--- config.mk ---
export PLATFORM = sky130hd
export DESIGN_NAME = integer_literal_scanner
export DESIGN_NICKNAME = d
export VERILOG_FILES = /design/src/rtl/ils_pkg.sv /design/src/rtl/ils_core.sv /design/src/rtl/integer_literal_scanner.sv
export SDC_FILE = /design/constraint.sdc
export NUM_CORES = 1
export LEC_CHECK = 0
export BUFFER_PORTS_ARGS = -buffer_cell sky130_fd_sc_hd__clkbuf_2
export CORE_ASPECT_RATIO = 2
export CORE_MARGIN = 10
export CORE_UTILIZATION = 55
export CTS_BUF_LIST = sky130_fd_sc_hd__clkbuf_16
export DETAILED_ROUTE_END_ITERATION = 10
export HOLD_SLACK_MARGIN = 0.15
export PLACE_DENSITY = 0.81
export SETUP_SLACK_MARGIN = 0.5
export SYNTH_ARGS = -nofsm -noshare
export SYNTH_HDL_FRONTEND = slang
export SYNTH_HIERARCHICAL = 1
export SYNTH_SLANG_ARGS = --single-unit
--- constraint.sdc ---
create_clock -name aclk -period 20.8 [get_ports aclk]
set_input_delay 4.16 -clock aclk [delete_from_list [all_inputs] [get_ports aclk]]
set_output_delay 4.16 -clock aclk [all_outputs]
set_load 0.005 [all_outputs]
--- src/rtl/ils_pkg.sv ---
// ----------------------------------------------------------------------------
// ils_pkg
// Types, character constants and decode helpers for the integer literal
// scanner.
// ----------------------------------------------------------------------------
package ils_pkg;

    typedef enum logic [1:0] {
        PH_START  = 2'd0,
        PH_MINUS  = 2'd1,
        PH_ZERO   = 2'd2,
        PH_DIGITS = 2'd3
    } phase_t;

    typedef enum logic [1:0] {
        ERR_NONE     = 2'd0,
        ERR_OVERFLOW = 2'd1,
        ERR_BADCHAR  = 2'd2
    } err_t;

    typedef struct packed {
        logic       ok;
        logic [3:0] val;
    } hex_t;

    localparam logic [7:0] CHAR_MINUS = 8'h2D;
    localparam logic [7:0] CHAR_ZERO  = 8'h30;
    localparam logic [7:0] CHAR_NINE  = 8'h39;

    localparam logic [4:0] RADIX_NONE = 5'd0;
    localparam logic [4:0] RADIX_BIN  = 5'd2;
    localparam logic [4:0] RADIX_OCT  = 5'd8;
    localparam logic [4:0] RADIX_DEC  = 5'd10;
    localparam logic [4:0] RADIX_HEX  = 5'd16;

    function automatic hex_t hex_value(input logic [7:0] ch);
        hex_t h;
        h.ok  = 1'b1;
        h.val = 4'd0;
        if (ch inside {[CHAR_ZERO:CHAR_NINE]}) begin
            h.val = 4'(ch - CHAR_ZERO);
        end else if (ch inside {["a":"f"]}) begin
            h.val = 4'(ch - 8'h57);
        end else if (ch inside {["A":"F"]}) begin
            h.val = 4'(ch - 8'h37);
        end else begin
            h.ok = 1'b0;
        end
        return h;
    endfunction

    function automatic logic [4:0] prefix_radix(input logic [7:0] ch);
        logic [4:0] r;
        case (ch)
            "b", "B": r = RADIX_BIN;
            "o", "O": r = RADIX_OCT;
            "d", "D": r = RADIX_DEC;
            "x", "X": r = RADIX_HEX;
            default:  r = RADIX_NONE;
        endcase
        return r;
    endfunction

endpackage

--- src/rtl/ils_core.sv ---
// ----------------------------------------------------------------------------
// ils_core
// Literal state (phase, radix, sign, magnitude, fault) and the per-character
// update, with the result formed from the updated state.
// ----------------------------------------------------------------------------
module ils_core #(
    parameter int VALUE_WIDTH = 32
) (
    input  logic                   aclk,
    input  logic                   aresetn,
    input  logic                   step_en,
    input  logic [7:0]             char_in,
    input  logic                   last_char,
    output logic [VALUE_WIDTH-1:0] res_value,
    output ils_pkg::err_t          res_error
);

    localparam int ACC_W  = VALUE_WIDTH - 1;
    localparam int PROD_W = ACC_W + 5;

    ils_pkg::phase_t phase_reg, phase_next;
    logic [4:0]      radix_reg, radix_next;
    logic            negative_reg, negative_next;
    logic [ACC_W-1:0] acc_reg, acc_next;
    ils_pkg::err_t   fault_reg, fault_next;

    ils_pkg::hex_t   digit;
    logic [4:0]      pr;
    logic            take;
    logic [PROD_W-1:0] sum;
    logic [PROD_W-1:0] limit;
    logic [VALUE_WIDTH-1:0] mag;

    always_comb begin
        digit = ils_pkg::hex_value(char_in);
        pr    = ils_pkg::prefix_radix(char_in);
        limit = PROD_W'({ACC_W{1'b1}});
        // acc*radix + d; radix is at most 16, so the product stays narrow
        sum   = PROD_W'(acc_reg) * PROD_W'(radix_reg) + PROD_W'(digit.val);
    end

    always_comb begin
        phase_next    = phase_reg;
        radix_next    = radix_reg;
        negative_next = negative_reg;
        acc_next      = acc_reg;
        fault_next    = fault_reg;
        take          = 1'b0;
        if (fault_reg == ils_pkg::ERR_NONE) begin
            case (phase_reg)
                ils_pkg::PH_START: begin
                    if (char_in == ils_pkg::CHAR_MINUS) begin
                        negative_next = 1'b1;
                        phase_next    = ils_pkg::PH_MINUS;
                    end else if (char_in == ils_pkg::CHAR_ZERO) begin
                        phase_next = ils_pkg::PH_ZERO;
                    end else begin
                        phase_next = ils_pkg::PH_DIGITS;
                        take       = 1'b1;
                    end
                end
                ils_pkg::PH_MINUS: begin
                    phase_next = (char_in == ils_pkg::CHAR_ZERO) ? ils_pkg::PH_ZERO
                                                                 : ils_pkg::PH_DIGITS;
                    take       = (char_in != ils_pkg::CHAR_ZERO);
                end
                ils_pkg::PH_ZERO: begin
                    phase_next = ils_pkg::PH_DIGITS;
                    if (pr != ils_pkg::RADIX_NONE) begin
                        radix_next = pr;
                    end else begin
                        take = 1'b1;
                    end
                end
                default: begin
                    take = 1'b1;
                end
            endcase
        end
        if (take) begin
            if (!digit.ok) begin
                fault_next = ils_pkg::ERR_BADCHAR;
            end else if (sum >= limit) begin
                fault_next = ils_pkg::ERR_OVERFLOW;
            end else begin
                acc_next = sum[ACC_W-1:0];
            end
        end
    end

    always_comb begin
        mag       = {1'b0, acc_next};
        res_error = fault_next;
        if (fault_next != ils_pkg::ERR_NONE) begin
            res_value = '0;
        end else if (negative_next) begin
            res_value = VALUE_WIDTH'(0) - mag;
        end else begin
            res_value = mag;
        end
    end

    // the last character returns the scanner to its start state
    always_ff @(posedge aclk) begin
        if (!aresetn || (step_en && last_char)) begin
            phase_reg    <= ils_pkg::PH_START;
            radix_reg    <= ils_pkg::RADIX_DEC;
            negative_reg <= 1'b0;
            acc_reg      <= '0;
            fault_reg    <= ils_pkg::ERR_NONE;
        end else if (step_en) begin
            phase_reg    <= phase_next;
            radix_reg    <= radix_next;
            negative_reg <= negative_next;
            acc_reg      <= acc_next;
            fault_reg    <= fault_next;
        end
    end

    a_acc_below_limit: assert property (@(posedge aclk) disable iff (!aresetn)
        acc_reg != {ACC_W{1'b1}})
        else $error("magnitude reached the overflow limit");

endmodule

--- src/rtl/integer_literal_scanner.sv ---
// The result of a literal's last character reaches m_axis through the input
// register, then the result register.
// Throughput: one character per cycle while no last character is held back,
// set by the combinational multiply-add on the magnitude register; a result
// stalled on m_axis holds back a last character and every one behind it.
// Reset: synchronous, active low; clears the valid flags of both register stages and the state.
// ----------------------------------------------------------------------------
// integer_literal_scanner
// Turns a stream of ASCII characters of an integer literal into a signed
// binary value with an error code, one result per literal.
// ----------------------------------------------------------------------------
module integer_literal_scanner #(
    parameter int VALUE_WIDTH = 32
) (
    input  logic        aclk,
    input  logic        aresetn,
    input  logic        s_axis_tvalid,
    output logic        s_axis_tready,
    input  logic [7:0]  s_axis_tdata,   // [7:0] char_in
    input  logic        s_axis_tlast,   // last_char
    output logic        m_axis_tvalid,
    input  logic        m_axis_tready,
    // [VALUE_WIDTH-1:0] value, [VALUE_WIDTH+1:VALUE_WIDTH] error_code, zero fill
    output logic [((VALUE_WIDTH+2+7)/8)*8-1:0] m_axis_tdata
);

    localparam int TDATA_W = ((VALUE_WIDTH + 2 + 7) / 8) * 8;

    logic       in_valid_reg, in_valid_next;
    logic [7:0] in_char_reg;
    logic       in_last_reg;

    logic                   out_valid_reg, out_valid_next;
    logic [VALUE_WIDTH-1:0] out_value_reg;
    ils_pkg::err_t          out_error_reg;

    logic                   advance;
    logic                   s_accept;
    logic [VALUE_WIDTH-1:0] res_value;
    ils_pkg::err_t          res_error;

    // an item leaves the input register unless it is a last character
    // blocked by an untaken result
    assign advance       = in_valid_reg && (!in_last_reg || !out_valid_reg || m_axis_tready);
    assign s_axis_tready = !in_valid_reg || advance;
    assign s_accept      = s_axis_tvalid && s_axis_tready;

    ils_core #(
        .VALUE_WIDTH (VALUE_WIDTH)
    ) u_core (
        .aclk      (aclk),
        .aresetn   (aresetn),
        .step_en   (advance),
        .char_in   (in_char_reg),
        .last_char (in_last_reg),
        .res_value (res_value),
        .res_error (res_error)
    );

    always_comb begin
        in_valid_next = s_accept ? 1'b1 : (advance ? 1'b0 : in_valid_reg);
        if (advance && in_last_reg) begin
            out_valid_next = 1'b1;
        end else if (m_axis_tready) begin
            out_valid_next = 1'b0;
        end else begin
            out_valid_next = out_valid_reg;
        end
    end

    always_ff @(posedge aclk) begin
        if (!aresetn) begin
            in_valid_reg  <= 1'b0;
            out_valid_reg <= 1'b0;
        end else begin
            in_valid_reg  <= in_valid_next;
            out_valid_reg <= out_valid_next;
        end
    end

    always_ff @(posedge aclk) begin
        if (s_accept) begin
            in_char_reg <= s_axis_tdata;
            in_last_reg <= s_axis_tlast;
        end
        if (advance && in_last_reg) begin
            out_value_reg <= res_value;
            out_error_reg <= res_error;
        end
    end

    assign m_axis_tvalid = out_valid_reg;
    assign m_axis_tdata  = TDATA_W'({out_error_reg, out_value_reg});

    a_error_zero_value: assert property (@(posedge aclk) disable iff (!aresetn)
        (out_valid_reg && out_error_reg != ils_pkg::ERR_NONE) |-> (out_value_reg == '0))
        else $error("error result with non-zero value");

    a_inner_char_flows: assert property (@(posedge aclk) disable iff (!aresetn)
        (in_valid_reg && !in_last_reg) |-> advance)
        else $error("inner character held in input register");

    a_result_from_last: assert property (@(posedge aclk) disable iff (!aresetn)
        (!out_valid_reg && $past(!out_valid_reg) && out_valid_next) |-> in_last_reg)
        else $error("result raised without a last character");

    a_reset_clears: assert property (@(posedge aclk)
        !aresetn |=> (!in_valid_reg && !out_valid_reg))
        else $error("stages not cleared by reset");

endmodule
# [Yosys cells after proc, flatten, opt, wreduce, memory -nomap -nowiden]
# Cells that the tools add are included.
[classes] n_addsub=5 n_lt_le_gt_ge=7 mux=29 n_reduce_logical=28 bitwise=1 n_shift=0 mul=1 div_mod_pow=0 n_eq_ne=13
[op_table] operator="two-way mux 31 bit" n=4
[op_table] operator="== test 8 x 7 -> 1 bit (second input constant)" n=8
[op_table] operator="adder 36 x 4 -> 36 bit" n=1
[op_table] operator=">= comparator 36 x 31 -> 1 bit (second input constant)" n=1
[op_table] operator="multiplier 31 x 5 -> 36 bit" n=1
[op_table] operator="subtractor 1 x 31 -> 32 bit (first input constant)" n=1
[op_table] operator="case mux 5 bit (4 select lines)" n=1
[op_table] operator="== test 8 x 6 -> 1 bit (second input constant)" n=2
[op_table] operator=">= comparator 8 x 7 -> 1 bit (second input constant)" n=2
[op_table] operator="<= comparator 8 x 7 -> 1 bit (second input constant)" n=2
[op_table] operator="two-way mux 1 bit" n=15
[op_table] operator="two-way mux 4 bit" n=3
[op_table] operator="OR reduction 2 bit" n=5
[op_table] operator=">= comparator 8 x 6 -> 1 bit (second input constant)" n=1
[op_table] operator="<= comparator 8 x 6 -> 1 bit (second input constant)" n=1
[op_table] operator="two-way mux 2 bit" n=4
[op_table] operator="!= test 8 x 6 -> 1 bit (second input constant)" n=1
[op_table] operator="subtractor 4 x 3 -> 4 bit (second input constant)" n=2
[op_table] operator="logical AND 1 bit" n=6
[op_table] operator="case mux 2 bit (3 select lines)" n=1
[op_table] operator="nonzero test 2 bit" n=3
[op_table] operator="nonzero test 5 bit" n=1
[op_table] operator="zero test 1 bit" n=4
[op_table] operator="zero test 2 bit" n=2
[op_table] operator="9 further kinds" n=12
[totals] rom_bits=0 memories=0 in_bits=13 reg_bits=86 ram_bits=0 latch_bits=0

# [Depth between registers and ports, before layout]
[logic_depth] word_depth=12 depth_mapped=33 depth_no_buf=31

# [Modules after synthesis]
# Netlist, hierarchy kept.
[modules_own_cells] mod="ils_core" cells_per_inst=1145 instances=1 area_per_inst_um2=8464.4
[modules_own_cells] mod="integer_literal_scanner" cells_per_inst=62 instances=1 area_per_inst_um2=1457.6

# [Worst setup path after synthesis]
# No wires, ideal clock.
[synth_timing] path_type="input-to-output" from="input port m_axis_tready" to="output port s_axis_tready" stages=1 slack_ps=12326 arrival_time_ps=4314 path_cell_list="nand4b_4"
[synth_via] elab_chain_len=3
[synth_lines] element="start: declaration" line_no="integer_literal_scanner.sv:22" source="input logic m_axis_tready,"
[synth_lines] element="logical OR 1 bit" line_no="integer_literal_scanner.sv:44" source="assign advance = in_valid_reg && (!in_last_reg || !out_valid_reg || m_axis_tready);"
[synth_lines] element="logical AND 1 bit" line_no="integer_literal_scanner.sv:44"
[synth_lines] element="logical OR 1 bit" line_no="integer_literal_scanner.sv:45" source="assign s_axis_tready = !in_valid_reg || advance;"
[synth_lines] element="end: declaration" line_no="integer_literal_scanner.sv:18" source="output logic s_axis_tready,"
# No other way between the ends.

# [Final worst setup path]
[layout_timing] from="register in_char_reg[1]" to="register out_value_reg[28], data pin"
[layout_via] elab_chain_len=12
[layout_lines] element="start: declaration" line_no="integer_literal_scanner.sv:30" source="logic [7:0] in_char_reg;"
[layout_lines] element="start signal: assignment" line_no="integer_literal_scanner.sv:83" source="in_char_reg <= s_axis_tdata;"
[layout_lines] element=">= comparator 8 x 7 -> 1 bit or <= comparator 8 x 7 -> 1 bit (tied branches)" line_no="ils_pkg.sv:44" source="end else if (ch inside {[\"A\":\"F\"]}) begin"
[layout_lines] element="logical AND 1 bit" line_no="ils_pkg.sv:44"
[layout_lines] element="two-way mux 4 bit" line_no="ils_pkg.sv:44"
[layout_lines] element="two-way mux 4 bit" line_no="ils_pkg.sv:42" source="end else if (ch inside {[\"a\":\"f\"]}) begin"
[layout_lines] element="two-way mux 4 bit" line_no="ils_pkg.sv:40" source="if (ch inside {[CHAR_ZERO:CHAR_NINE]}) begin"
[layout_lines] element="adder 36 x 4 -> 36 bit" line_no="ils_core.sv:39" source="sum = PROD_W'(acc_reg) * PROD_W'(radix_reg) + PROD_W'(digit.val);"
[layout_lines] element=">= comparator 36 x 31 -> 1 bit" line_no="ils_core.sv:83" source="end else if (sum >= limit) begin"
[layout_lines] element="two-way mux 31 bit" line_no="ils_core.sv:83"
[layout_lines] element="two-way mux 31 bit" line_no="ils_core.sv:81" source="if (!digit.ok) begin"
[layout_lines] element="two-way mux 31 bit" line_no="ils_core.sv:80" source="if (take) begin"
[layout_lines] element="subtractor 1 x 31 -> 32 bit" line_no="ils_core.sv:97" source="res_value = VALUE_WIDTH'(0) - mag;"
[layout_lines] element="two-way mux 31 bit" line_no="ils_core.sv:96" source="end else if (negative_next) begin"
[layout_lines] element="end signal: assignment" line_no="integer_literal_scanner.sv:87" source="out_value_reg <= res_value;"
[layout_lines] element="end: declaration" line_no="integer_literal_scanner.sv:34" source="logic [VALUE_WIDTH-1:0] out_value_reg;"
# Several ways; a longest one is shown, not always the timed one.
# A chain may end at the register's enable or synchronous reset.

==> metrics.md <==
| Metric | Value |
|---|---|
| Status | `complete, no violations` |
| DR vias | `9,047` |
| Async set-reset flop share out of synthesis | `0` |
| Initial antenna violation count | `0` |
| Final ANT Viol Nets | `0` |
| # DRC | `0` |
| Largest stage delay on the critical path | `approximately 0.82 ns` |
| Post-synth top flop | `edfxtp_1` |
| Total GRT Usage | `0.239` |
| Detailed Route Iter0 Violations | `527` |
| Vias in the first global route | `~9,400` |
| Nets | `between 1,000 and 1,500` |
| Die X-Extent | `115 um` |
| Fin Setup TNS | `0 ns` |
| RSZ-0062 raised after global routing | `false` |
| Netlist Area Pre-Place | `9920 um^2` |
| Std-Cell Core Area | `17,800 um^2` |
| Finished Layout Cells | `approximately 1,400` |
| DP Wirelength | `22,800 um` |
| Synth area leaders | `ha_1, edfxtp_1, dfxtp_1, fa_1, mux2i_1` |
| Starting density of the core | `0.558` |
| # fillers | `between 1,500 and 2,000` |
| Routability cong. | `1.03` |
| Root Driver | `clkbuf_16` |
| Num ports | `55` |
| Most common cell on crit path | `ha_1` |
| Layout cells sized above 1 | `0.0839` |
| Setup crit start kind | `register` |
| Die area | `24,100 um^2` |
| Reg clk slew, reported paths | `0.07 ns` |
| Final Util | `0.589` |
| Tcrit/Tclk final | `0.444` |
| Worst EP required | `20.98 ns` |
| CP max-delay cell | `a311oi_1` |
| Dpl cells | `1,413` |
| Antenna cells | `0` |
| Final setup viols | `0` |
| Worst skew pair latency | `0.35 ns` |
| Fin Clk Skew | `0.0140 ns` |
| Largest net degree at the start of global routing | `63` |
| Register area share after synthesis | `0.213` |
| Worst VDD drop | `69.8 uV` |
| Fin. Hold Viols | `0` |
| Pins Over Slew Limit | `0` |
| Port-buffer cells | `between 40 and 50` |
| CP Capture Type | `register` |
| Cell variety after synth | `between 80 and 90` |
| Critical Setup Path Class | `reg2reg` |
| Largest register FFs | `32` |
| Worst Tran Pin Value | `1.26 ns` |
| Synth top area share | `0.139` |
| First-pass GRT wire length | `46,400 um` |
| CP max FO | `62` |
| CTS tree | `done` |
| Relative slew margins | `0.158` |
| Count of yosys warnings during synthesis | `6` |
| Post-synth EDFFs | `43` |
| Final worst slack | `11.57 ns` |
| Worst Setup Slack post-DPL | `11.85 ns` |
| PwrDens | `39.1 nW/um^2` |
| Wire per inst | `20.4 um` |
| Routed wire length | `29,100 um` |
| Vias per Instance | `6.33` |
| CTS buffer count | `9` |
| Leakage | `5.25 nW` |
| Clock tree sinks | `84` |
| Max clock buf depth | `2` |
| Postcts setup bufs | `0` |
| Tmin final | `just over 9 ns` |
| Hold-fix buffers at CTS | `0` |
| Synth Instances | `~1,200` |
| Hold WC Path Type | `reg2reg` |
| Synth area leader | `ha_1` |
| Most instantiated cells after synthesis | `inv_1, ha_1, nor2_1` |
| FF+latch count, synth | `84` |
| Max Cap Viol | `0` |
| H-Tree Depth | `3` |
| Worst EP arrival | `9.40 ns` |
| DIE HEIGHT | `210 um` |
| # resized after CTS | `0` |
| Fmax | `0.108 GHz` |
| Area Growth Syn to Fin | `5.56%` |
| Most frequent cell after synthesis | `inv_1` |
| Drt pass-1 iters | `6` |
| GR Overflow Total | `0` |
| Avg Cell Area, Syn | `8.22 um^2` |
| Row Count | `69` |
metal layers:
metal	routed length, um	part of all wire	up-vias	global-route usage
met4	2620	0.090	0	0.207
met1	9290	0.32	4277	0.203
met2	15800	0.54	352	0.446
met5	0	0	-	0
li1	-	-	4253	-
met3	1380	0.047	165	0.0469
report_power, final:
part	internal [W]	switching (W)
sequential	0.000178	0.00000460
combinational	0.0000219	0.0000428
clock	0.0000940	0.0000686
placed cells by master, fill, tap and decap left out, drive strengths merged, types with 8 or more instances in the layout:
| master | netlist | routed |
|---|---|---|
| inv | 128 | 131 |
| ha | 110 | 110 |
| nor2 | 94 | 94 |
| nand2 | 91 | 91 |
| and2 | 83 | 83 |
| a21oi | 71 | 71 |
| clkbuf | 31 | 57 |
| mux2i | 53 | 53 |
| o21ai | 52 | 52 |
| edfxtp | 43 | 43 |
| dfxtp | 41 | 41 |
| nor3 | 38 | 38 |
| fa | 30 | 30 |
| xnor2 | 25 | 25 |
| a211oi | 25 | 25 |
| a21o | 23 | 23 |
| nand3 | 22 | 22 |
| xor2 | 20 | 20 |
| nand4 | 17 | 17 |
| or3 | 14 | 14 |
| o211ai | 12 | 12 |
| nor4 | 12 | 12 |
| nand2b | 10 | 10 |
| o21a | 9 | 9 |
| mux2 | 9 | 9 |
| o31ai | 8 | 8 |
kinds of logic after synthesis:
group,count (synthesis),share of synthesized area
other,1,0.000378
AND/OR/NAND/NOR,424,0.223
buffers and inverters,193,0.0825
AO/OA/AOI/OAI,258,0.179
XOR/XNOR,45,0.0397
adder cells (fa/ha/maj),140,0.199
multiplexers,62,0.0637
flip-flops,84,0.213
worst paths after layout:
check / start / endpoint / slack (ns) / depth (start not counted)
max: in_char_reg[1]$_DFFE_PP_ / out_value_reg[28]$_DFFE_PP_ / 11.57 / 29
min: m_axis_tvalid$_SDFFE_PN0P_ / m_axis_tvalid$_SDFFE_PN0P_ / 0.53 / 2
min reg2reg: m_axis_tvalid$_SDFFE_PN0P_ / m_axis_tvalid$_SDFFE_PN0P_ / 0.53 / 2
max reg2reg: in_char_reg[1]$_DFFE_PP_ / out_value_reg[28]$_DFFE_PP_ / 11.57 / 29
area by class of cell:
type                    count  area, um^2  area share
multi-input cells         935        7030       0.672
flip-flops and latches     84        2110       0.202
inverters                 128         480      0.0459
repair buffers             53         278      0.0265
well taps                 213         267      0.0254
clock buffers               9         225      0.0215
clock inverters             7        77.6     0.00741
through the flow:
stage | power, W | hold WS (ns) | instance area [um^2]
floorplan | 0.000232 | 0.475 | 9940
global placement | 0.000248 | 0.533 | 10200
detailed placement | 0.000249 | 0.535 | 10200
CTS | 0.000409 | 0.542 | 10500
global route | 0.000423 | 0.576 | 10500
finish | 0.000410 | 0.531 | 10500
worst max-delay path, delay by kind of cell (launching register included):
family                   cells  cell delay [ns]
AO/OA/AOI/OAI                7             2.44
multiplexers                 2             0.56
adder cells (fa/ha/maj)      7             2.03
flip-flops                   1             0.46
AND/OR/NAND/NOR             10             2.63
buffers and inverters        3             0.89
Power figures use the tool's default switching activity.
